==> src/rtl/mlpd_pkg.sv <==
`timescale 1ns / 1ps

package mlpd_pkg;

   localparam int unsigned BYTE_W    = 8;
   localparam int unsigned WORD_W    = 32;
   localparam int unsigned LENGTH_W  = 17;
   localparam int unsigned HDR_CNT_W = 3;

   localparam logic [WORD_W-1:0]   MAGIC_RESET      = 32'h4270_ACE1;
   localparam logic [LENGTH_W-1:0] MAX_LENGTH_RESET = 17'd65536;

   // header byte positions where checks happen
   localparam logic [HDR_CNT_W-1:0] HDR_MAGIC_LAST  = 3'd3;
   localparam logic [HDR_CNT_W-1:0] HDR_LENGTH_LAST = 3'd7;

   typedef enum logic [0:0] {
      CSR_MAGIC_WORD = 1'b0,
      CSR_MAX_LENGTH = 1'b1
   } csr_index_type;

   typedef enum logic [1:0] {
      ST_BYTE  = 2'd0,
      ST_EMPTY = 2'd1,
      ST_MAGIC = 2'd2,
      ST_LONG  = 2'd3
   } status_type;

   typedef enum logic [2:0] {
      PH_HEADER  = 3'b001,
      PH_PAYLOAD = 3'b010,
      PH_DISCARD = 3'b100
   } phase_type;

   // registered input transaction handed to the parser
   typedef struct packed {
      logic              valid;
      logic [BYTE_W-1:0] data_byte;
      logic              chunk_end;
   } item_type;

   typedef struct packed {
      logic [WORD_W-1:0]   magic_word;
      logic [LENGTH_W-1:0] max_payload_length;
   } cfg_type;

endpackage

==> src/rtl/mlpd_csr.sv <==
`timescale 1ns / 1ps

module mlpd_csr (
   input  logic                   clock,
   input  logic                   reset,
   input  logic                   csr_valid,
   output logic                   csr_ready,
   input  logic [0:0]             csr_index,
   input  logic [31:0]            csr_data,
   output mlpd_pkg::cfg_type      cfg
);

   logic [mlpd_pkg::WORD_W-1:0]   magic_ff, magic_in;
   logic [mlpd_pkg::LENGTH_W-1:0] max_len_ff, max_len_in;

   assign csr_ready = 1'b1;

   always_comb begin
      magic_in   = magic_ff;
      max_len_in = max_len_ff;
      if (csr_valid) begin
         unique case (mlpd_pkg::csr_index_type'(csr_index))
            mlpd_pkg::CSR_MAGIC_WORD: magic_in   = csr_data;
            mlpd_pkg::CSR_MAX_LENGTH: max_len_in = csr_data[mlpd_pkg::LENGTH_W-1:0];
            default: ;
         endcase
      end
   end

   always_ff @(posedge clock) begin
      if (reset) begin
         magic_ff   <= mlpd_pkg::MAGIC_RESET;
         max_len_ff <= mlpd_pkg::MAX_LENGTH_RESET;
      end else begin
         magic_ff   <= magic_in;
         max_len_ff <= max_len_in;
      end
   end

   assign cfg.magic_word         = magic_ff;
   assign cfg.max_payload_length = max_len_ff;

endmodule

==> src/rtl/mlpd_in_stage.sv <==
`timescale 1ns / 1ps

module mlpd_in_stage (
   input  logic                 clock,
   input  logic                 reset,
   input  logic                 req_valid,
   output logic                 req_ready,
   input  logic [7:0]           req_data_byte,
   input  logic                 req_chunk_end,
   input  logic                 advance,
   output mlpd_pkg::item_type   item
);

   logic       valid_ff, valid_in;
   logic [7:0] byte_ff, byte_in;
   logic       end_ff, end_in;

   // slot frees when the parser consumes the held transaction
   assign req_ready = !valid_ff || advance;

   always_comb begin
      valid_in = valid_ff;
      byte_in  = byte_ff;
      end_in   = end_ff;
      if (req_ready) begin
         valid_in = req_valid;
         byte_in  = req_data_byte;
         end_in   = req_chunk_end;
      end
   end

   always_ff @(posedge clock) begin
      if (reset) begin
         valid_ff <= 1'b0;
      end else begin
         valid_ff <= valid_in;
      end
      byte_ff <= byte_in;
      end_ff  <= end_in;
   end

   assign item.valid     = valid_ff;
   assign item.data_byte = byte_ff;
   assign item.chunk_end = end_ff;

endmodule

==> src/rtl/mlpd_parser.sv <==
`timescale 1ns / 1ps

module mlpd_parser (
   input  logic                 clock,
   input  logic                 reset,
   input  mlpd_pkg::item_type   item,
   input  mlpd_pkg::cfg_type    cfg,
   output logic                 advance,
   output logic                 rsp_valid,
   input  logic                 rsp_ready,
   output logic [7:0]           rsp_payload_byte,
   output logic                 rsp_last_of_packet,
   output logic [1:0]           rsp_status
);

   mlpd_pkg::phase_type                phase_ff, phase_in;
   logic [mlpd_pkg::HDR_CNT_W-1:0]     hdr_cnt_ff, hdr_cnt_in;
   logic [mlpd_pkg::WORD_W-1:0]        shift_ff, shift_in;
   logic [mlpd_pkg::LENGTH_W-1:0]      remain_ff, remain_in;
   logic [mlpd_pkg::LENGTH_W-1:0]      remain_dec;

   logic                               out_valid_ff, out_valid_in;
   logic [7:0]                         out_byte_ff, out_byte_in;
   logic                               out_last_ff, out_last_in;
   mlpd_pkg::status_type               out_status_ff, out_status_in;

   logic                               res_valid;
   logic [7:0]                         res_byte;
   logic                               res_last;
   mlpd_pkg::status_type               res_status;

   assign advance    = item.valid && (!out_valid_ff || rsp_ready);
   assign remain_dec = remain_ff - 1'b1;

   always_comb begin
      phase_in   = phase_ff;
      hdr_cnt_in = hdr_cnt_ff;
      shift_in   = shift_ff;
      remain_in  = remain_ff;
      res_valid  = 1'b0;
      res_byte   = '0;
      res_last   = 1'b0;
      res_status = mlpd_pkg::ST_BYTE;

      if (advance) begin
         unique case (phase_ff)
            mlpd_pkg::PH_PAYLOAD: begin
               remain_in = remain_dec;
               res_valid = 1'b1;
               res_byte  = item.data_byte;
               if (remain_dec == '0) begin
                  phase_in = mlpd_pkg::PH_HEADER;
                  res_last = 1'b1;
               end
            end
            mlpd_pkg::PH_DISCARD: begin
               if (item.chunk_end) begin
                  phase_in = mlpd_pkg::PH_HEADER;
               end
            end
            default: begin
               phase_in = mlpd_pkg::PH_HEADER;
               shift_in = {shift_ff[mlpd_pkg::WORD_W-9:0], item.data_byte};
               if (hdr_cnt_ff == mlpd_pkg::HDR_MAGIC_LAST) begin
                  if (shift_in != cfg.magic_word) begin
                     hdr_cnt_in = '0;
                     phase_in   = item.chunk_end ? mlpd_pkg::PH_HEADER
                                                 : mlpd_pkg::PH_DISCARD;
                     res_valid  = 1'b1;
                     res_status = mlpd_pkg::ST_MAGIC;
                  end else begin
                     hdr_cnt_in = hdr_cnt_ff + 1'b1;
                  end
               end else if (hdr_cnt_ff == mlpd_pkg::HDR_LENGTH_LAST) begin
                  hdr_cnt_in = '0;
                  if (shift_in > {{(mlpd_pkg::WORD_W-mlpd_pkg::LENGTH_W){1'b0}},
                                  cfg.max_payload_length}) begin
                     phase_in   = item.chunk_end ? mlpd_pkg::PH_HEADER
                                                 : mlpd_pkg::PH_DISCARD;
                     res_valid  = 1'b1;
                     res_status = mlpd_pkg::ST_LONG;
                  end else if (shift_in == '0) begin
                     res_valid  = 1'b1;
                     res_last   = 1'b1;
                     res_status = mlpd_pkg::ST_EMPTY;
                  end else begin
                     remain_in = shift_in[mlpd_pkg::LENGTH_W-1:0];
                     phase_in  = mlpd_pkg::PH_PAYLOAD;
                  end
               end else begin
                  hdr_cnt_in = hdr_cnt_ff + 1'b1;
               end
            end
         endcase
      end
   end

   // output register: loads on every consumed transaction, drains on rsp_ready
   always_comb begin
      out_valid_in  = out_valid_ff;
      out_byte_in   = out_byte_ff;
      out_last_in   = out_last_ff;
      out_status_in = out_status_ff;
      if (advance) begin
         out_valid_in  = res_valid;
         out_byte_in   = res_byte;
         out_last_in   = res_last;
         out_status_in = res_status;
      end else if (rsp_ready) begin
         out_valid_in = 1'b0;
      end
   end

   always_ff @(posedge clock) begin
      if (reset) begin
         phase_ff     <= mlpd_pkg::PH_HEADER;
         hdr_cnt_ff   <= '0;
         shift_ff     <= '0;
         remain_ff    <= '0;
         out_valid_ff <= 1'b0;
      end else begin
         phase_ff     <= phase_in;
         hdr_cnt_ff   <= hdr_cnt_in;
         shift_ff     <= shift_in;
         remain_ff    <= remain_in;
         out_valid_ff <= out_valid_in;
      end
      out_byte_ff   <= out_byte_in;
      out_last_ff   <= out_last_in;
      out_status_ff <= out_status_in;
   end

   assign rsp_valid          = out_valid_ff;
   assign rsp_payload_byte   = out_byte_ff;
   assign rsp_last_of_packet = out_last_ff;
   assign rsp_status         = out_status_ff;

endmodule

==> src/rtl/magic_length_packet_deframer.sv <==
`timescale 1ns / 1ps

// Packet deframer for a byte stream: 8-byte header (big-endian magic word,
// then big-endian payload length), followed by the payload bytes.
// - req_ channel: one stream byte per transaction, req_chunk_end on the last
//   byte of a received chunk. Headers may span chunks.
// - rsp_ channel: at most one transaction per input byte. Status 0 carries a
//   payload byte (last_of_packet on the final one), 1 an empty packet,
//   2 a bad magic word, 3 a length above max_payload_length. After an error
//   the rest of the chunk is dropped.
// - csr_ channel: index 0 magic word, index 1 max payload length. Always
//   ready; write only while no transaction is in flight.
// Throughput: one byte per cycle while rsp_ready does not stall. A byte
// accepted into the input register is handled by the parser, which loads
// its result into the result register that drives rsp_.
// Reset (synchronous) empties both pipeline registers, returns the parser to
// the start of a header and restores the register defaults.
// A stall on rsp_ready holds a full result register; the input register
// takes one more byte if empty, then req_ready drops until rsp_ready returns.
// While the result register is empty, bytes that cause no result move
// through without waiting on rsp_ready.

module magic_length_packet_deframer (
   input  logic        clock,
   input  logic        reset,
   input  logic        req_valid,
   output logic        req_ready,
   input  logic [7:0]  req_data_byte,
   input  logic        req_chunk_end,
   output logic        rsp_valid,
   input  logic        rsp_ready,
   output logic [7:0]  rsp_payload_byte,
   output logic        rsp_last_of_packet,
   output logic [1:0]  rsp_status,
   input  logic        csr_valid,
   output logic        csr_ready,
   input  logic [0:0]  csr_index,
   input  logic [31:0] csr_data
);

   mlpd_pkg::cfg_type  cfg;
   mlpd_pkg::item_type item;
   logic               advance;   // parser consumes the held input byte

   mlpd_csr u_csr (
      .clock     (clock),
      .reset     (reset),
      .csr_valid (csr_valid),
      .csr_ready (csr_ready),
      .csr_index (csr_index),
      .csr_data  (csr_data),
      .cfg       (cfg)
   );

   // input register stage
   mlpd_in_stage u_in_stage (
      .clock         (clock),
      .reset         (reset),
      .req_valid     (req_valid),
      .req_ready     (req_ready),
      .req_data_byte (req_data_byte),
      .req_chunk_end (req_chunk_end),
      .advance       (advance),
      .item          (item)
   );

   // header decode, payload count and result register
   mlpd_parser u_parser (
      .clock              (clock),
      .reset              (reset),
      .item               (item),
      .cfg                (cfg),
      .advance            (advance),
      .rsp_valid          (rsp_valid),
      .rsp_ready          (rsp_ready),
      .rsp_payload_byte   (rsp_payload_byte),
      .rsp_last_of_packet (rsp_last_of_packet),
      .rsp_status         (rsp_status)
   );

endmodule

==> config.mk <==
export PLATFORM = sky130hd
export DESIGN_NAME = magic_length_packet_deframer
export DESIGN_NICKNAME = d
export VERILOG_FILES = /design/src/rtl/mlpd_pkg.sv /design/src/rtl/mlpd_csr.sv /design/src/rtl/mlpd_in_stage.sv /design/src/rtl/mlpd_parser.sv /design/src/rtl/magic_length_packet_deframer.sv
export SDC_FILE = /design/constraint.sdc
export NUM_CORES = 1
export LEC_CHECK = 0
export BUFFER_PORTS_ARGS = -buffer_cell sky130_fd_sc_hd__buf_2
export CORE_MARGIN = 4
export CORE_UTILIZATION = 35
export DETAILED_ROUTE_END_ITERATION = 8
export GPL_TIMING_DRIVEN = 0
export PLACE_DENSITY_LB_ADDON = 0.15
export SLEW_MARGIN = 25
export SYNTH_ARGS = -nofsm -noshare
export SYNTH_HDL_FRONTEND = slang
export SYNTH_SLANG_ARGS = --single-unit
==> constraint.sdc <==
create_clock -name clock -period 2.4 [get_ports clock]
set_clock_uncertainty 0.05 [all_clocks]
set_input_delay 0.12 -clock clock [delete_from_list [all_inputs] [get_ports clock]]
set_output_delay 0.12 -clock clock [all_outputs]
set_load 0.01 [all_outputs]
# --- Word level (Yosys, flattened, before mapping) ---
# Index checks and enable logic that the tools add are counted.
classes:
  bitwise_logic: 3
  muxes: 35
  n_addsub: 2
  n_eq_ne: 10
  n_reduce_logical: 15
  order_cmp: 1
op_table:
  columns: ["operator", "n"]
  rows:
  - ["two-way mux 17 bit", 4]
  - ["one-hot mux 17 bit (2 select lines)", 1]
  - ["> comparator 32 x 17 -> 1 bit", 1]
  - ["logical NOT 32 bit", 1]
  - ["!= test 32 bit", 1]
  - ["two-way mux 3 bit", 10]
  - ["logical NOT 17 bit", 1]
  - ["subtractor 17 x 1 -> 17 bit (second input constant)", 1]
  - ["two-way mux 1 bit", 12]
  - ["two-way mux 2 bit", 5]
  - ["!= test 2 bit (second input constant)", 4]
  - ["== test 3 x 2 -> 1 bit (second input constant)", 2]
  - ["== test 3 bit (second input constant)", 2]
  - ["one-hot mux 3 bit (2 select lines)", 1]
  - ["AND reduction 2 bit", 3]
  - ["AND reduction 6 bit", 1]
  - ["one-hot mux 1 bit (2 select lines)", 2]
  - ["nonzero test 2 bit", 2]
  - ["adder 3 x 1 -> 3 bit (second input constant)", 1]
  - ["inverter 1 bit", 3]
  - ["AND reduction 3 bit", 1]
  - ["logical NOT 1 bit", 2]
  - ["logical OR 1 bit", 2]
  - ["!= test 2 x 1 -> 1 bit (second input constant)", 1]
  - ["other kinds (2)", 2]
word_totals:
  ff_bits: 118
  inputBits: 47
  output_inout_bits: 14
  word_cells: 79

# --- Longest topological paths before layout ---
depth:
  ltp_word: 7
  ltp_mapped: 10
  depth_no_buf: 9

# --- Cells and area by module ---
# A second synthesis with hierarchy kept.
hier_totals:
  cells_unflattened: 689
  hier_area_um2: 6274.8
modules_own_cells:
  columns: ["mod", "area_each_um2", "cells_each", "n_inst", "seq_area_each_um2"]
  rows:
  - ["mlpd_parser", 3797.4, 464, 1, 1291.2]
  - ["mlpd_csr", 2145.8, 210, 1, 980.9]
  - ["mlpd_in_stage", 331.6, 15, 1, 290.3]

# --- Worst setup path after synthesis ---
# No wires, ideal clock.
synth_timing:
  path_kind: "reg-to-reg"
  startpoint: "register u_in_stage.byte_ff[5]"
  endpoint: "register u_parser.remain_ff[9] (netlist name)"
  setup_time_ps: 117
  path_buffers: 1
  required_ps: 2233
  period_less_slack_ps: 2507
  setup_slack_ps: -107
  arrival_ps: 2340
  stages_incl_launch_ff: 10
  cell_sequence: "edfxtp_1 -> ha_1 -> a21oi_1 -> o21ai_0 -> a211o_1 -> o41ai_2 -> and4_1 -> buf_4 -> o22ai_1 -> a32o_1"
synth_between:
  elab_chain_len: 3
  word_cells_on_any_way: 5
  classes_between: "order compare: 1; eq/ne: 2; reduce/logical: 2"
synth_lines:
  columns: ["element", "line_no", "source"]
  rows:
  - ["from (decl)", "mlpd_in_stage.sv:15", "logic [7:0] byte_ff, byte_in;"]
  - ["from (signal assigned)", "mlpd_in_stage.sv:38", "byte_ff <= byte_in;"]
  - ["> comparator 32 x 17 -> 1 bit / logical NOT 32 bit (equally long branches)", "mlpd_parser.sv:76, mlpd_parser.sv:82", null]
  - ["!= test 2 bit (no source line)", null, null]
  - ["AND reduction 6 bit (no source line) (*)", null, null]
  - ["to (signal assigned)", "mlpd_parser.sv:125", "remain_ff <= remain_in;"]
  - ["to (decl)", "mlpd_parser.sv:19", "logic [mlpd_pkg::LENGTH_W-1:0] remain_ff, remain_in;"]
# Every way passes the cells marked *; elsewhere a longest branch is shown, timed or not.
# A chain may end at the register's enable or synchronous reset.

# --- Worst setup path after layout ---
layout_timing:
  startpoint: "register u_in_stage.byte_ff[6]"
  endpoint: "register u_parser.remain_ff[4] (netlist name)"
# Same word-level chain as after synthesis.

==> reports/metrics.cfg <==
[worst_setup_path]
crit_type = reg -> reg
endpoint_kind = register
crit_chain = buf_6, ha_1, nand2_2, o21ai_2, a211o_1, o41a_1, buf_6, nor3_4, a21o_4, o32ai_2
worstPathMaxFanout = 7
slowest_delay_ns = 0.37
cpMostUsedCell = buf_6
cp-start-kind = register
cpLargestDelayFamily = compound AO/OA/AOI/OAI gates
cp_slowest_cell = edfxtp_1
critPathRequiredTime_ns = 2.61
worst_ep_arrival_time_ns = 2.87
path_buf_inv = 2

[final_layout]
fillerInstances = 1593
finalNetCount = 918
drive_gt1_frac = 0.233
final_cells = 1082
layout_common_cells = nand2_1, dfxtp_1, a21oi_1
synthToLayoutAreaGrowth_pct = 36.2
fin_area_mm2 = 0.00802
layout_commonest_cell = nand2_1
antenna_cells = 0

[logic_synthesis]
synth.net_count = 767
yosys_warnings = 0
synth-edff-count = 20
synth_cell_type_count = 76
synth_seq_area_share = 0.435
ys_seq_elements = 118
async_flop_share = 0
synth.avg_cell_area_um2 = 8.44
syn_area_mm2 = 0.00589
synthFlopType = dfxtp_1
synthCells = 698

[sta]
rsz0062_at_grt = yes
finalMaxSlewViolations = 0
finalHoldViolations = 0
tns_ns = -4.30
period_share = 1.11
timing.fmax_mhz = 376
setup_viol = 24
slew_headroom = 0.311
fin_ws_ns = -0.262
worst_pin_slew_ns = 1.03
period_needed_ns = 2.66

[power]
fin_total_pwr_mw = 5.40
power.density_mw_per_mm2 = 673
p_leak_nw = 3.04
ir_drop_mv = 0.479

[global_routing]
grt_pass1_vias = 5588
grt_overflow = 0
grt_start_max_net_pins = 17
globalRouteTotalUtil = 0.206
antenna_found_initial = 0
grt_pass1_wl_mm = 29.9

[clock_network]
ctsRootBufferMaster = clkbuf_16
clockBufferDepth = 2
cts_tree = done
clk_latency_ns = 0.41
cts_buffers = 17
path_clk_slew_ns = 0.05
clock-sinks = 118
h-tree-depth = 4

[die]
fp.dieArea_mm2 = 0.0190
rows = 47
start_util = 0.356
io_pins = 61
core-area_mm2 = 0.0165
die_w_um = 138
die_y_um = 138

[placed_design]
place_congestion = 0.866
place_area_mm2 = 0.00646
hpwl_mm = 13.1
dp.cells = 976
place.port_buffers = 58

[worst_hold_path]
min_path_type = in -> reg

[run_status]
violations = negative setup slack
status = finished, violations left

[run]
cap_violations = 0

[route]
ant_nets = 0
wl_per_cell_um = 17.5
vias_per_cell = 5.30
vias = 5734
wl_mm = 18.9
first_pass_iters = 6
drt_first_iter_violations = 464
drcViolationCount = 0

## synth_stat cells, drive strengths merged, types with 12 or more instances
master	instances	area share
nand2	176	0.11
inv	24	0.015
dfxtp	98	0.33
ha	22	0.047
nor2	35	0.024
nand3	22	0.019
xnor2	34	0.051
clkbuf	30	0.023
nand4	13	0.015
nor4	20	0.024
a21oi	87	0.075
o21ai	12	0.010
edfxtp	20	0.10
## metal layers
| metal | vias to the layer above | share of wire | global-route usage |
|---|---|---|---|
| met5 | - | 0 | 0 |
| met4 | 0 | 0.020 | 0.0648 |
| met3 | 29 | 0.056 | 0.0427 |
| met2 | 196 | 0.48 | 0.344 |
| met1 | 2749 | 0.44 | 0.268 |
| li1 | 2760 | - | - |
## sequential cells by signal (all words and copies together) (netlist names), 3 cells and up
register,cells
u_parser.remain_ff,17
u_parser.shift_ff,24
u_parser.phase_ff,3
u_csr.magic_ff,32
u_parser.rsp_payload_byte,8
u_parser.hdr_cnt_ff,3
u_csr.max_len_ff,17
u_in_stage.byte_ff,8
## area by class of cell
class / count / area, µm² / area share
Inverter: 26 / 104 / 0.0129
Sequential cell: 118 / 2580 / 0.322
Timing Repair Buffer: 130 / 963 / 0.120
Clock buffer: 23 / 458 / 0.0571
Multi-Input combinational cell: 516 / 3320 / 0.414
Buffer: 40 / 239 / 0.0298
Tap cell: 220 / 275 / 0.0343
Clock inverter: 9 / 77.6 / 0.00967
## repair_timing
| item | 4_1_cts | 5_1_grt |
|---|---|---|
| hold buffers | 42 | 0 |
| resized for setup | 67 | 15 |
| pin swaps | 34 | 20 |
| endpoints found under the setup margin | 24 | 35 |
| hold endpoints to repair | 59 | 0 |
| gates cloned | 1 | 1 |
| setup buffers | 17 | 14 |
## worst paths after layout
check | from | slack, ns | cells after the start | endpoint
setup / recovery | u_in_stage.byte_ff[6] | -0.26 | 10 | u_parser.remain_ff[4]
hold / removal | rsp_ready | 0.02 | 4 | u_in_stage.valid_ff
setup reg to reg | u_in_stage.byte_ff[6] | -0.26 | 10 | u_parser.remain_ff[4]
hold reg to reg | u_csr.max_len_ff[15] | 0.41 | 2 | u_csr.max_len_ff[15]
## per-stage QoR
stage          utilization  setup slack, ns  hold WS (ns)
2_1_floorplan            -          0.00192         0.169
3_3_place_gp         0.391           -0.747         0.248
3_5_place_dp         0.391           -0.756         0.249
4_1_cts              0.475           -0.250       0.00931
5_1_grt              0.486           -0.357        0.0157
6_report             0.486           -0.262        0.0155
## worst reg2reg max path, cell delays in order, from the launching register on
cell and delay (ns):
edfxtp_1 0.37, buf_6 0.15, ha_1 0.29, nand2_2 0.11, o21ai_2 0.08, a211o_1 0.35
o41a_1 0.33, buf_6 0.14, nor3_4 0.29, a21o_4 0.25, o32ai_2 0.10
## cell families after synthesis
family,Yosys count,share of synthesized area
compound gates,148,0.163
xor+xnor,36,0.0535
fa+ha+maj,22,0.0467
buf+inv,66,0.0548
flops,118,0.435
other cells,1,0.000637
simple gates,307,0.246
## where the power goes
group / leakage [nW] / total [mW] / internal [mW] / switching (mW)
Sequential: 1.01 / 2.16 / 2.09 / 0.0748
Combinational: 1.76 / 0.888 / 0.407 / 0.481
Clock: 0.265 / 2.34 / 1.44 / 0.903
Power figures use the tool's default switching activity.
